<file path="src/design/ata_pio_command_sequencer_defines.svh">
// ----------------------------------------------------------------------------
// ata_pio_command_sequencer_defines
// Assertion macros used by the sequencer's controller RTL; compiled out with NO_ASSERTIONS.
// ----------------------------------------------------------------------------
`ifndef ATA_PIO_COMMAND_SEQUENCER_DEFINES_SVH
`define ATA_PIO_COMMAND_SEQUENCER_DEFINES_SVH

`ifndef NO_ASSERTIONS
`define ATAPIO_ASSERT(lbl, clk, rst_n, prop) \
    lbl: assert property (@(posedge clk) disable iff (!rst_n) prop) \
        else $error("atapio: assertion failed");
`define ATAPIO_ASSERT_IMPL(lbl, clk, rst_n, ante, cons) \
    `ATAPIO_ASSERT(lbl, clk, rst_n, (ante) |-> (cons))
`else
`define ATAPIO_ASSERT(lbl, clk, rst_n, prop)
`define ATAPIO_ASSERT_IMPL(lbl, clk, rst_n, ante, cons)
`endif

`endif

</file>
<file path="src/design/atapio_pkg.sv">
// ----------------------------------------------------------------------------
// atapio_pkg
// Types, codes and constants of the ATA PIO LBA28 command sequencer.
// ----------------------------------------------------------------------------
package atapio_pkg;

    // input commands
    localparam logic [1:0] CMD_START  = 2'd0;
    localparam logic [1:0] CMD_STATUS = 2'd1;
    localparam logic [1:0] CMD_TICK   = 2'd2;
    localparam logic [1:0] CMD_DONE   = 2'd3;

    // result kinds
    localparam logic [1:0] KIND_REG_WR   = 2'd0;
    localparam logic [1:0] KIND_DATA_RDY = 2'd1;
    localparam logic [1:0] KIND_XFER_END = 2'd2;
    localparam logic [1:0] KIND_ERROR    = 2'd3;

    // error codes
    localparam logic [1:0] ERR_NONE    = 2'd0;
    localparam logic [1:0] ERR_NO_DRQ  = 2'd1;
    localparam logic [1:0] ERR_TIMEOUT = 2'd2;
    localparam logic [1:0] ERR_RANGE   = 2'd3;

    // task-file register offsets
    localparam logic [2:0] TF_SECT_CNT = 3'd2;
    localparam logic [2:0] TF_LBA_LO   = 3'd3;
    localparam logic [2:0] TF_LBA_MID  = 3'd4;
    localparam logic [2:0] TF_LBA_HI   = 3'd5;
    localparam logic [2:0] TF_DEVICE   = 3'd6;
    localparam logic [2:0] TF_COMMAND  = 3'd7;

    localparam logic [7:0] DEV_BASE     = 8'hE0;  // obsolete bits plus LBA mode
    localparam logic [7:0] DEV_SLAVE    = 8'h10;
    localparam logic [7:0] ATA_RD_SECT  = 8'h20;
    localparam logic [7:0] ATA_WR_SECT  = 8'h30;
    localparam int         ST_BSY_BIT   = 7;
    localparam int         ST_DRQ_BIT   = 3;

    localparam int         MAX_CHUNK    = 256;
    localparam int         MAX_RESULTS  = 7;
    localparam int         CHUNK_W      = 9;

    // configuration registers
    localparam logic       CFG_MAX_LBA       = 1'b0;
    localparam logic       CFG_TIMEOUT       = 1'b1;
    localparam logic [27:0] MAX_LBA_RST      = 28'd163839;
    localparam logic [11:0] TIMEOUT_RST      = 12'd3000;

    typedef enum logic [1:0] {
        PH_IDLE,
        PH_WAIT,
        PH_DATA
    } phase_t;

    typedef struct packed {
        logic [1:0]  command;
        logic        direction;
        logic        drive;
        logic [27:0] lba;
        logic [28:0] count;
        logic [7:0]  status;
    } in_item_t;

    typedef struct packed {
        logic [1:0]  kind;
        logic [2:0]  reg_offset;
        logic [7:0]  reg_value;
        logic [16:0] word_count;
        logic [1:0]  error_code;
        logic        last;
    } out_item_t;

    typedef struct packed {
        logic     valid;
        in_item_t item;
    } in_slot_t;

    typedef struct packed {
        logic                         load;
        logic [2:0]                   cnt;
        out_item_t [MAX_RESULTS-1:0]  ent;
    } plan_t;

    typedef struct packed {
        logic [27:0] max_lba;
        logic [11:0] timeout_ticks;
    } cfg_t;

endpackage

</file>
<file path="src/design/ata_pio_command_sequencer.sv">
// ----------------------------------------------------------------------------
// ata_pio_command_sequencer
// ATA PIO LBA28 sector transfer sequencer: task-file writes, status and timeout.
// ----------------------------------------------------------------------------
// Usage: items arrive on the s_ channel (start, status sample, timer tick,
// chunk data done) and each causes zero to seven results on the m_ channel,
// the final one of a run flagged by last. Results are task-file register
// writes, data-ready notices with the chunk word count, transfer end, or errors.
// An item is held in the input register until the controller takes it, then its
// results are planned into the result bank and presented on the m_ channel from
// there. Results leave one per cycle while m_ready is high.
// Throughput: one item per cycle into the input register while s_ready is high;
// an item with results holds the result bank until its last result has gone, so a
// start item that issues a chunk occupies the m_ channel for its seven results.
// Items without results pass even while the bank drains.
// A stall on m_ready freezes the bank; the input register then fills and
// s_ready drops until the bank's last result has gone.
// Reset clears the transfer state to idle and loads the register defaults
// (max_lba 163839, timeout_ticks 3000). Registers live on the APB port at
// byte addresses 0 and 4.
// ----------------------------------------------------------------------------
module ata_pio_command_sequencer import atapio_pkg::*; (
    input  logic        aclk,
    input  logic        aresetn,
    input  logic        s_valid,
    output logic        s_ready,
    input  in_item_t    s_data,
    output logic        m_valid,
    input  logic        m_ready,
    output out_item_t   m_data,
    input  logic        psel,
    input  logic        penable,
    input  logic        pwrite,
    input  logic [2:0]  paddr,
    input  logic [31:0] pwdata,
    output logic [31:0] prdata,
    output logic        pready
);

    cfg_t     cfg;
    in_slot_t slot;
    plan_t    plan;
    logic     take;
    logic     q_free;

    atapio_cfg u_cfg (
        .aclk    (aclk),
        .aresetn (aresetn),
        .psel    (psel),
        .penable (penable),
        .pwrite  (pwrite),
        .paddr   (paddr),
        .pwdata  (pwdata),
        .prdata  (prdata),
        .pready  (pready),
        .cfg     (cfg)
    );

    atapio_in_reg u_in_reg (
        .aclk    (aclk),
        .aresetn (aresetn),
        .s_valid (s_valid),
        .s_ready (s_ready),
        .s_data  (s_data),
        .take    (take),
        .slot    (slot)
    );

    atapio_ctrl u_ctrl (
        .aclk    (aclk),
        .aresetn (aresetn),
        .slot    (slot),
        .cfg     (cfg),
        .q_free  (q_free),
        .take    (take),
        .plan    (plan)
    );

    atapio_out_queue u_out_queue (
        .aclk    (aclk),
        .aresetn (aresetn),
        .plan    (plan),
        .q_free  (q_free),
        .m_valid (m_valid),
        .m_ready (m_ready),
        .m_data  (m_data)
    );

endmodule

</file>
<file path="src/design/atapio_cfg.sv">
// ----------------------------------------------------------------------------
// atapio_cfg
// APB register file holding the address limit and the busy timeout.
// ----------------------------------------------------------------------------
module atapio_cfg import atapio_pkg::*; (
    input  logic        aclk,
    input  logic        aresetn,
    input  logic        psel,
    input  logic        penable,
    input  logic        pwrite,
    input  logic [2:0]  paddr,
    input  logic [31:0] pwdata,
    output logic [31:0] prdata,
    output logic        pready,
    output cfg_t        cfg
);

    logic [27:0] max_lba_reg;
    logic [11:0] timeout_reg;
    logic        wr_en;

    assign pready = 1'b1;
    assign wr_en  = psel && penable && pwrite;

    always_ff @(posedge aclk) begin
        if (!aresetn) begin
            max_lba_reg <= MAX_LBA_RST;
            timeout_reg <= TIMEOUT_RST;
        end else if (wr_en) begin
            if (paddr[2] == CFG_MAX_LBA) begin
                max_lba_reg <= pwdata[27:0];
            end else begin
                timeout_reg <= pwdata[11:0];
            end
        end
    end

    always_comb begin
        if (paddr[2] == CFG_MAX_LBA) begin
            prdata = {4'b0, max_lba_reg};
        end else begin
            prdata = {20'b0, timeout_reg};
        end
    end

    assign cfg.max_lba       = max_lba_reg;
    assign cfg.timeout_ticks = timeout_reg;

endmodule

</file>
<file path="src/design/atapio_in_reg.sv">
// ----------------------------------------------------------------------------
// atapio_in_reg
// Input holding register; takes a new item when empty or when the held one moves on.
// ----------------------------------------------------------------------------
module atapio_in_reg import atapio_pkg::*; (
    input  logic     aclk,
    input  logic     aresetn,
    input  logic     s_valid,
    output logic     s_ready,
    input  in_item_t s_data,
    input  logic     take,
    output in_slot_t slot
);

    logic     valid_reg;
    in_item_t item_reg;

    assign s_ready = !valid_reg || take;

    always_ff @(posedge aclk) begin
        if (!aresetn) begin
            valid_reg <= 1'b0;
        end else if (s_valid && s_ready) begin
            valid_reg <= 1'b1;
        end else if (take) begin
            valid_reg <= 1'b0;
        end
    end

    always_ff @(posedge aclk) begin
        if (s_valid && s_ready) begin
            item_reg <= s_data;
        end
    end

    assign slot.valid = valid_reg;
    assign slot.item  = item_reg;

endmodule

</file>
<file path="src/design/atapio_ctrl.sv">
// ----------------------------------------------------------------------------
// atapio_ctrl
// Transfer state and result planning: one item in, up to seven results out.
// ----------------------------------------------------------------------------
`include "ata_pio_command_sequencer_defines.svh"

module atapio_ctrl import atapio_pkg::*; (
    input  logic     aclk,
    input  logic     aresetn,
    input  in_slot_t slot,
    input  cfg_t     cfg,
    input  logic     q_free,
    output logic     take,
    output plan_t    plan
);

    // addr_reg is the current chunk's start, remain_reg the sectors not yet done
    phase_t              phase_reg, phase_next;
    logic [28:0]         addr_reg, addr_next;
    logic [28:0]         remain_reg, remain_next;
    logic [CHUNK_W-1:0]  chunk_reg, chunk_next;
    logic                is_write_reg, is_write_next;
    logic                slave_reg, slave_next;
    logic [11:0]         wait_reg, wait_next;

    in_item_t            item;
    logic [28:0]         addr_d, remain_d, chunk_addr, chunk_remain;
    logic [CHUNK_W-1:0]  new_chunk;
    logic [11:0]         wait_inc;
    logic                range_err;
    logic                issue, emit_dev, emit_chunk, emit_dready, emit_done, emit_err;
    logic [1:0]          err_code;
    logic                single;
    logic [2:0]          n_res;
    logic [7:0]          dev_bits;
    logic                active_ok;
    out_item_t [MAX_RESULTS-1:0] tail;

    function automatic out_item_t mk(input logic [1:0] kind, input logic [2:0] off,
                                     input logic [7:0] val, input logic [16:0] words,
                                     input logic [1:0] err);
        out_item_t r;
        r.kind       = kind;
        r.reg_offset = off;
        r.reg_value  = val;
        r.word_count = words;
        r.error_code = err;
        r.last       = 1'b0;
        return r;
    endfunction

    assign item     = slot.item;
    assign addr_d   = addr_reg + {20'b0, chunk_reg};
    assign remain_d = remain_reg - {20'b0, chunk_reg};
    assign wait_inc = (wait_reg == '1) ? wait_reg : wait_reg + 12'd1;

    assign chunk_addr   = (item.command == CMD_START) ? {1'b0, item.lba} : addr_d;
    assign chunk_remain = (item.command == CMD_START) ? item.count : remain_d;
    assign range_err    = chunk_addr > {1'b0, cfg.max_lba};
    assign new_chunk    = (chunk_remain < 29'(MAX_CHUNK)) ? chunk_remain[CHUNK_W-1:0]
                                                          : CHUNK_W'(MAX_CHUNK);

    // next state and which results this item causes
    always_comb begin
        phase_next    = phase_reg;
        addr_next     = addr_reg;
        remain_next   = remain_reg;
        chunk_next    = chunk_reg;
        is_write_next = is_write_reg;
        slave_next    = slave_reg;
        wait_next     = wait_reg;
        issue         = 1'b0;
        emit_dev      = 1'b0;
        emit_chunk    = 1'b0;
        emit_dready   = 1'b0;
        emit_done     = 1'b0;
        emit_err      = 1'b0;
        err_code      = ERR_NONE;
        unique case (item.command)
            CMD_START: begin
                emit_dev      = 1'b1;
                is_write_next = item.direction;
                slave_next    = item.drive;
                addr_next     = {1'b0, item.lba};
                remain_next   = item.count;
                chunk_next    = '0;
                wait_next     = '0;
                phase_next    = PH_IDLE;
                if (item.count == '0) begin
                    emit_done = 1'b1;
                end else begin
                    issue = 1'b1;
                end
            end
            CMD_STATUS: begin
                if (phase_reg == PH_WAIT && !item.status[ST_BSY_BIT]) begin
                    if (item.status[ST_DRQ_BIT]) begin
                        emit_dready = 1'b1;
                        phase_next  = PH_DATA;
                    end else begin
                        emit_err   = 1'b1;
                        err_code   = ERR_NO_DRQ;
                        phase_next = PH_IDLE;
                    end
                end
            end
            CMD_TICK: begin
                if (phase_reg == PH_WAIT) begin
                    wait_next = wait_inc;
                    if (wait_inc >= cfg.timeout_ticks) begin
                        emit_err   = 1'b1;
                        err_code   = ERR_TIMEOUT;
                        phase_next = PH_IDLE;
                    end
                end
            end
            CMD_DONE: begin
                if (phase_reg == PH_DATA) begin
                    addr_next   = addr_d;
                    remain_next = remain_d;
                    if (remain_d == '0) begin
                        emit_done  = 1'b1;
                        phase_next = PH_IDLE;
                    end else begin
                        issue = 1'b1;
                    end
                end
            end
        endcase
        if (issue) begin
            if (range_err) begin
                emit_err   = 1'b1;
                err_code   = ERR_RANGE;
                phase_next = PH_IDLE;
            end else begin
                emit_chunk = 1'b1;
                chunk_next = new_chunk;
                wait_next  = '0;
                phase_next = PH_WAIT;
            end
        end
    end

    // result list for the planned run
    always_comb begin
        dev_bits = DEV_BASE | (slave_next ? DEV_SLAVE : 8'h00);
        single   = emit_dready || emit_done || emit_err;
        n_res    = {2'b0, emit_dev} + (emit_chunk ? 3'd6 : {2'b0, single});
        tail     = '0;
        if (emit_chunk) begin
            tail[0] = mk(KIND_REG_WR, TF_SECT_CNT, new_chunk[7:0], '0, ERR_NONE);
            tail[1] = mk(KIND_REG_WR, TF_LBA_LO, chunk_addr[7:0], '0, ERR_NONE);
            tail[2] = mk(KIND_REG_WR, TF_LBA_MID, chunk_addr[15:8], '0, ERR_NONE);
            tail[3] = mk(KIND_REG_WR, TF_LBA_HI, chunk_addr[23:16], '0, ERR_NONE);
            tail[4] = mk(KIND_REG_WR, TF_DEVICE, dev_bits | {4'b0, chunk_addr[27:24]},
                         '0, ERR_NONE);
            tail[5] = mk(KIND_REG_WR, TF_COMMAND, is_write_next ? ATA_WR_SECT : ATA_RD_SECT,
                         '0, ERR_NONE);
        end else if (emit_dready) begin
            tail[0] = mk(KIND_DATA_RDY, '0, '0, {chunk_reg, 8'b0}, ERR_NONE);
        end else if (emit_done) begin
            tail[0] = mk(KIND_XFER_END, '0, '0, '0, ERR_NONE);
        end else if (emit_err) begin
            tail[0] = mk(KIND_ERROR, '0, '0, '0, err_code);
        end
        plan.ent[0] = emit_dev ? mk(KIND_REG_WR, TF_DEVICE, dev_bits, '0, ERR_NONE) : tail[0];
        for (int i = 1; i < MAX_RESULTS; i++) begin
            plan.ent[i] = emit_dev ? tail[i-1] : tail[i];
        end
        for (int i = 0; i < MAX_RESULTS; i++) begin
            plan.ent[i].last = (3'(i) == n_res - 3'd1);
        end
        plan.cnt  = n_res;
        take      = slot.valid && (n_res == '0 || q_free);
        plan.load = take && (n_res != '0);
    end

    always_ff @(posedge aclk) begin
        if (!aresetn) begin
            phase_reg    <= PH_IDLE;
            addr_reg     <= '0;
            remain_reg   <= '0;
            chunk_reg    <= '0;
            is_write_reg <= 1'b0;
            slave_reg    <= 1'b0;
            wait_reg     <= '0;
        end else if (take) begin
            phase_reg    <= phase_next;
            addr_reg     <= addr_next;
            remain_reg   <= remain_next;
            chunk_reg    <= chunk_next;
            is_write_reg <= is_write_next;
            slave_reg    <= slave_next;
            wait_reg     <= wait_next;
        end
    end

    assign active_ok = (chunk_reg != '0) && (remain_reg >= {20'b0, chunk_reg});

    `ATAPIO_ASSERT_IMPL(a_load_needs_room, aclk, aresetn, plan.load, q_free)
    `ATAPIO_ASSERT_IMPL(a_no_stall_when_free, aclk, aresetn, slot.valid && q_free, take)
    `ATAPIO_ASSERT_IMPL(a_active_has_chunk, aclk, aresetn, phase_reg != PH_IDLE, active_ok)

endmodule

</file>
<file path="src/design/atapio_out_queue.sv">
// ----------------------------------------------------------------------------
// atapio_out_queue
// Result register bank; shifts out one planned result per transfer.
// ----------------------------------------------------------------------------
module atapio_out_queue import atapio_pkg::*; (
    input  logic      aclk,
    input  logic      aresetn,
    input  plan_t     plan,
    output logic      q_free,
    output logic      m_valid,
    input  logic      m_ready,
    output out_item_t m_data
);

    out_item_t [MAX_RESULTS-1:0] ent_reg;
    logic [2:0]                  cnt_reg;
    logic                        xfer;

    assign m_valid = (cnt_reg != '0);
    assign m_data  = ent_reg[0];
    assign xfer    = m_valid && m_ready;
    // free when empty or once the final result of the run leaves
    assign q_free  = (cnt_reg == '0) || (xfer && cnt_reg == 3'd1);

    always_ff @(posedge aclk) begin
        if (!aresetn) begin
            cnt_reg <= '0;
        end else if (plan.load) begin
            cnt_reg <= plan.cnt;
        end else if (xfer) begin
            cnt_reg <= cnt_reg - 3'd1;
        end
    end

    always_ff @(posedge aclk) begin
        if (plan.load) begin
            ent_reg <= plan.ent;
        end else if (xfer) begin
            for (int i = 0; i < MAX_RESULTS - 1; i++) begin
                ent_reg[i] <= ent_reg[i+1];
            end
            ent_reg[MAX_RESULTS-1] <= '0;
        end
    end

endmodule
</file>
<file path="config.mk">
export PLATFORM = sky130hd
export DESIGN_NAME = ata_pio_command_sequencer
export DESIGN_NICKNAME = d
export VERILOG_FILES = /design/src/design/atapio_pkg.sv /design/src/design/ata_pio_command_sequencer.sv /design/src/design/atapio_cfg.sv /design/src/design/atapio_in_reg.sv /design/src/design/atapio_ctrl.sv /design/src/design/atapio_out_queue.sv
export VERILOG_INCLUDE_DIRS = /design/src /design/src/design
export SDC_FILE = /design/constraint.sdc
export NUM_CORES = 1
export LEC_CHECK = 0
export BUFFER_PORTS_ARGS = -buffer_cell sky130_fd_sc_hd__buf_2
export CORE_MARGIN = 2
export CORE_UTILIZATION = 35
export DETAILED_ROUTE_END_ITERATION = 6
export PLACE_DENSITY = 0.57
export RECOVER_POWER = 50
export SYNTH_ARGS = -nofsm -noshare
export SYNTH_HDL_FRONTEND = slang
export SYNTH_SLANG_ARGS = --single-unit
</file>
<file path="constraint.sdc">
create_clock -name aclk -period 11.1 [get_ports aclk]
set_input_delay 2.22 -clock aclk [delete_from_list [all_inputs] [get_ports aclk]]
set_output_delay 2.22 -clock aclk [all_outputs]
set_load 0.02 [all_outputs]
</file>
== Word level (Yosys, flattened, before mapping) ==
Cells that the tools add are included.
Word-level totals
  register bits: 427
  output and inout bits: 68
  bits of input ports: 111
  word-level logic and storage cells: 195
Cells by class
  multiplexer cells: 76
  bitwise gates (word level): 2
  reductions and logical operators: 30
  equality and inequality tests: 19
  magnitude comparators: 3
  add/subtract/negate cells: 6
Operators by type and width (number)
  2-to-1 mux 231 bit: 2
  2-to-1 mux 33 bit: 10
  2-to-1 mux 163 bit: 1
  2-to-1 mux 29 bit: 4
  case mux 29 bit (2 select lines): 2
  logical NOT 29 bit: 2
  2-to-1 mux 12 bit: 4
  2-to-1 mux 9 bit: 4
  2-to-1 mux 31 bit: 1
  adder 29 x 9 -> 29 bit: 1
  > comparator 29 x 28 -> 1 bit: 1
  < comparator 29 x 9 -> 1 bit (second input constant): 1
  subtractor 29 x 9 -> 29 bit: 1
  2-to-1 mux 28 bit: 1
  2-to-1 mux 1 bit: 24
  2-to-1 mux 2 bit: 12
  case mux 12 bit (2 select lines): 1
  != test 3 x 1 -> 1 bit (second input constant): 5
  adder 12 x 1 -> 12 bit (second input constant): 1
  equality test 12 bit (second input constant): 1
  >= comparator 12 bit: 1
  2-to-1 mux 5 bit: 2
  equality test 3 bit (first input constant): 3
  logical NOT 3 bit: 3
  other kinds (23): 48

== Longest topological paths before layout ==
  word-level depth: 17
  depth in mapped cells: 35
  gate-level depth less buffers: 33

== Cells and area by module ==
From an unflattened synthesis, not the netlist that was laid out.
Second synthesis, totals
  cell total of the unflattened synthesis: 2198
  area, all modules: 24071.8 um2
Modules (own cells, without submodules)
  atapio_out_queue: seq. area each 6996.7 um2, cells an instance 549, area an instance 10442.5 um2, instances 1
  atapio_ctrl: seq. area each 1661.6 um2, cells an instance 1369, area an instance 9534.1 um2, instances 1
  atapio_in_reg: seq. area each 2092.0 um2, cells an instance 75, area an instance 2137.0 um2, instances 1
  atapio_cfg: seq. area each 800.8 um2, cells an instance 205, area an instance 1958.1 um2, instances 1

== Least setup slack after synthesis ==
OpenSTA, ideal clock, no wires.
  path kind: reg2reg
  start: register u_ctrl.chunk_reg[1]
  end: register u_out_queue.ent_reg[119] in the netlist's numbering, enable pin
  arrival: 7.974 ns
  clock period less this slack: 8.883 ns
  data required time: 10.191 ns
  slack: 2.217 ns
  setup time: 0.909 ns
  stages on the path, launching flop included: 34
  buffers on the path: 4
  cell sequence: dfxtp_1 -> ha_1 -> a21o_1 -> a21oi_1 -> o21ai_0 -> nand3_1 -> a2111oi_1 -> nand3_1 -> xnor2_1 -> nor2_1 -> nor2_1 -> ha_1 -> a21oi_1 -> nand2_1 -> a21oi_1 -> o21a_1 -> o2111ai_1 -> a32oi_1 -> o311ai_4 -> inv_2 -> buf_2 -> a21oi_1 -> ha_1 -> inv_1 -> ha_1 -> nor2b_1 -> ha_1 -> o21bai_1 -> and2_1 -> nand2b_1 -> clkbuf_1 -> clkbuf_1 -> clkbuf_1 -> nand2_1
Between the ends
  cells in the longest elaborated chain, start to end: 14
  elaborated cells between the ends (all ways): 25
  classes of those cells: add/sub (3); order compare (1); mux (12); reduce/logical (9)
Ends and longest elaborated chain
  from (decl): line atapio_ctrl.sv:21  | logic [CHUNK_W-1:0] chunk_reg, chunk_next;
  from (signal assigned): line atapio_ctrl.sv:191  | chunk_reg <= chunk_next;
  branches (longest 7 deep; another with adder 29 x 9 -> 29 bit)
  2-to-1 mux 3 bit *: line atapio_ctrl.sv:148  | n_res = {2'b0, emit_dev} + (emit_chunk ? 3'd6 : {2'b0, single});
  adder 1 x 3 -> 3 bit *: line atapio_ctrl.sv:148
  logical NOT 3 bit: line atapio_ctrl.sv:174  | take = slot.valid && (n_res == '0 || q_free);
  logical OR 1 bit: line atapio_ctrl.sv:174
  logical AND 1 bit: line atapio_ctrl.sv:174
  logical AND 1 bit *: line atapio_ctrl.sv:175  | plan.load = take && (n_res != '0);
  nonzero test 2 bit (no source line) *
  to (signal assigned): line atapio_out_queue.sv:37  | ent_reg <= plan.ent;
  to (signal, indexed assignment): line atapio_out_queue.sv:40  | ent_reg[i] <= ent_reg[i+1];
  to (decl): line atapio_out_queue.sv:15  | out_item_t [MAX_RESULTS-1:0] ent_reg;
Mark *: on every way between the ends.
A chain may end at the register's enable or synchronous reset.

== Worst setup path in the final report ==
  start: register u_ctrl.chunk_reg[0]
  end: register u_in_reg.item_reg (netlist bit u_in_reg.slot[30]), enable pin
Between the ends
  cells in the longest elaborated chain, start to end: 14
  elaborated cells between the ends (all ways): 24
  classes of those cells: add/sub (3); order compare (1); mux (12); reduce/logical (8)
Ends and longest elaborated chain
  branches (longest 7 deep; another with adder 29 x 9 -> 29 bit)
  2-to-1 mux 3 bit *: line atapio_ctrl.sv:148
  adder 1 x 3 -> 3 bit *: line atapio_ctrl.sv:148
  logical NOT 3 bit *: line atapio_ctrl.sv:174
  logical OR 1 bit *: line atapio_ctrl.sv:174
  logical AND 1 bit *: line atapio_ctrl.sv:174
  logical OR 1 bit *: line atapio_in_reg.sv:18  | assign s_ready = !valid_reg || take;
  logical AND 1 bit *: line atapio_in_reg.sv:31  | if (s_valid && s_ready) begin
  to (signal assigned): line atapio_in_reg.sv:32  | item_reg <= s_data;
  to (decl): line atapio_in_reg.sv:16  | in_item_t item_reg;
Marks and branches as above.

==> qor.csv <==
metric;value;unit
Crit path arrival time;10.05;ns
maximum clock frequency;102;MHz
ys async rst share;0;
nets;2026;
Core Box Area;0.0454;mm²
H-tree depth;2;
drt drc;0;
number of synthesized flops with an enable pin;160;
Reg2Reg Launch Point;u_ctrl.chunk_reg[0];
Setup crit end kind;flip-flop;
Post-Syn Instances;1760;
ys flop type;edfxtp_1;
DR vias/cell;5.40;
critical path's top delay family;compound AO/OA/AOI/OAI gates;
Detailed Route WL;47000;µm
share of layout cells above drive strength 1;0.104;
postcts setup bufs;0;
worst-margin pin slew;3.56;ns
RD Place Congestion;0.869;
most used cell, CP;ha_1;
Pleak;7.30;nW
crit path max fanout;32;
clock latency at the later pin of the worst-skew pair;0.55;ns
post-synthesis average cell area;9.14;µm²
number of port buffers;153;
vias;13400;
hpwl dp;33900;µm
skew final;0.0269;ns
total power;0.00355;W
Synth Warn #;0;
Core Util, Final;0.402;
max-cap violations;3;
Hold WC Path Type;reg2reg;
Worst-path clk slew;0.06;ns
min cycle time layout;9.83;ns
crit start category;flip-flop;
die width;218;µm
Critical Path RT;11.32;ns
Seq pwr share;0.411;
status;complete, but fails checks;
final period utilization;0.885;
failing checks;max-capacitance violations, max-slew violations;
Resized cells post-CTS;0;
clk buf depth;3;
Inst Count DP;2406;
setup violators final;0;
global-route wire length before repair;72300;µm
final hold vios;0;
wire per inst;19.0;µm
cts bufs inserted;36;
CP bufs+invs;5;
Internal Power;0.00239;W
setup TNS;0;ns
Initial DRC Count;1204;
setup ws final;1.27;ns
die footprint;0.0477;mm²
clock power share;0.335;
critical path type;reg2reg;
Die H;218;µm
Place WS;2.10;ns
Pins Over Slew Limit;126;
Synth Register Bits;287;
Comb pwr share;0.254;
clk sinks;287;
commonest non-fill, non-tap cell in the layout;nand2_1;
Non-Filler Instances;2472;
RSZ-0062 raised after global routing;no;
area of the mapped netlist;0.0161;mm²
Worst path max stage delay;2.63;ns
most frequent cells in the layout;nand2_1, edfxtp_1, nor2_1;
clk root buf;clkbuf_16;
sequential area share after synthesis;0.457;
hold_sp;u_cfg.max_lba_reg[15];
Sw Pwr;0.00116;W
DRT Pass-1 Iters;5;
Ports;179;
max_slew headroom;-1.37;
Yosys cell types;81;
max reg flops;72;
Worst VDD drop;0.000112;V
Area Overhead vs Synth;13.5;%
Sw Share;0.327;
Critical Path Source;u_ctrl.chunk_reg[0];
largest net degree at the start of global routing;74;
initial antenna violation count;0;
Inserted Diodes;0;
CP max stage cell;a21oi_1;
CTS tree;yes;
Detail Route Antenna Nets;0;
vias in the first global route;12600;
GRT Overall Usage;0.194;
FP Rows;78;
P per Cell Area;194;mW/mm²
Post-CTS Hold Buffers;0;
grt total ovfl;0;
initial core utilization;0.354;
synthesized netlist by cell type (all sizes together), types with 9 or more instances:
cell type	instances	share of area
a32o	14	0.0087
nor4	17	0.0075
nor3	45	0.014
a21o	24	0.011
ha	69	0.054
o31ai	31	0.015
buf	59	0.024
o41ai	10	0.0054
and3	13	0.0051
nand2	254	0.060
mux2i	17	0.011
xnor2	27	0.015
o2bb2ai	9	0.0049
nor2	144	0.034
inv	92	0.021
o211ai	35	0.017
nor2b	23	0.0089
nand4	14	0.0054
a21boi	39	0.018
nand3	41	0.013
a31oi	12	0.0047
dfxtp	127	0.16
clkbuf	81	0.019
a22oi	14	0.0065
o22ai	12	0.0047
nand2b	17	0.0066
edfxtp	160	0.30
and2	29	0.011
o211a	17	0.011
xor2	20	0.011
o21ai	82	0.026
a21oi	101	0.031
stage by stage:
stage / cell area (µm²) / hold slack, ns
after global placement: 17200 / 0.454
after floorplan: 16100 / 0.443
after detailed placement: 17200 / 0.458
after global routing: 18300 / 0.481
final: 18300 / 0.465
after CTS: 18400 / 0.466
kinds of logic after synthesis:
logic type	share of synthesized area
other cells	0.000467
buf+inv	0.0643
fa+ha+maj	0.0562
mux	0.0134
flops	0.457
compound gates	0.201
simple gates	0.182
xor+xnor	0.0256
path summary, 6_finish.rpt:
path                           end  slack [ns]  depth (start not counted)
max reg2reg      u_in_reg.slot[30]        1.27                         28
min reg2reg  u_cfg.max_lba_reg[15]        0.47                          2
max              u_in_reg.slot[30]        1.27                         28
min          u_cfg.max_lba_reg[15]        0.47                          2
tightest hold or removal path, cell delays in order (launching register included):
cell and delay, ns:
dfxtp_1 0.31, nand2_1 0.05, a21boi_0 0.06
power by group through the flow:
| stage | Clock [W] | Combinational, W | Sequential, W |
|---|---|---|---|
| after CTS | 0.00122 | 0.000916 | 0.00146 |
| after detailed placement | 0 | 0.000911 | 0.00148 |
| final | 0.00119 | 0.000899 | 0.00146 |
| after global placement | 0 | 0.000897 | 0.00148 |
| after global routing | 0.00125 | 0.000997 | 0.00148 |
| after floorplan | 0 | 0.000680 | 0.00146 |
layer usage:
layer | share of wire | GRT usage
met1 | 0.46 | 0.268
met2 | 0.46 | 0.310
met3 | 0.051 | 0.0273
met4 | 0.028 | 0.0669
met5 | 0 | 0
final cells by class:
| type | instances | area [µm²] |
|---|---|---|
| well taps | 600 | 751 |
| multi-input cells | 1251 | 7740 |
| clock buffers | 51 | 1030 |
| inverters | 93 | 349 |
| flip-flops and latches | 287 | 7350 |
| fillers | 4549 | 27100 |
| clock inverters | 15 | 168 |
| repair buffers | 175 | 872 |
No activity file was read; power rests on OpenSTA's default activity.
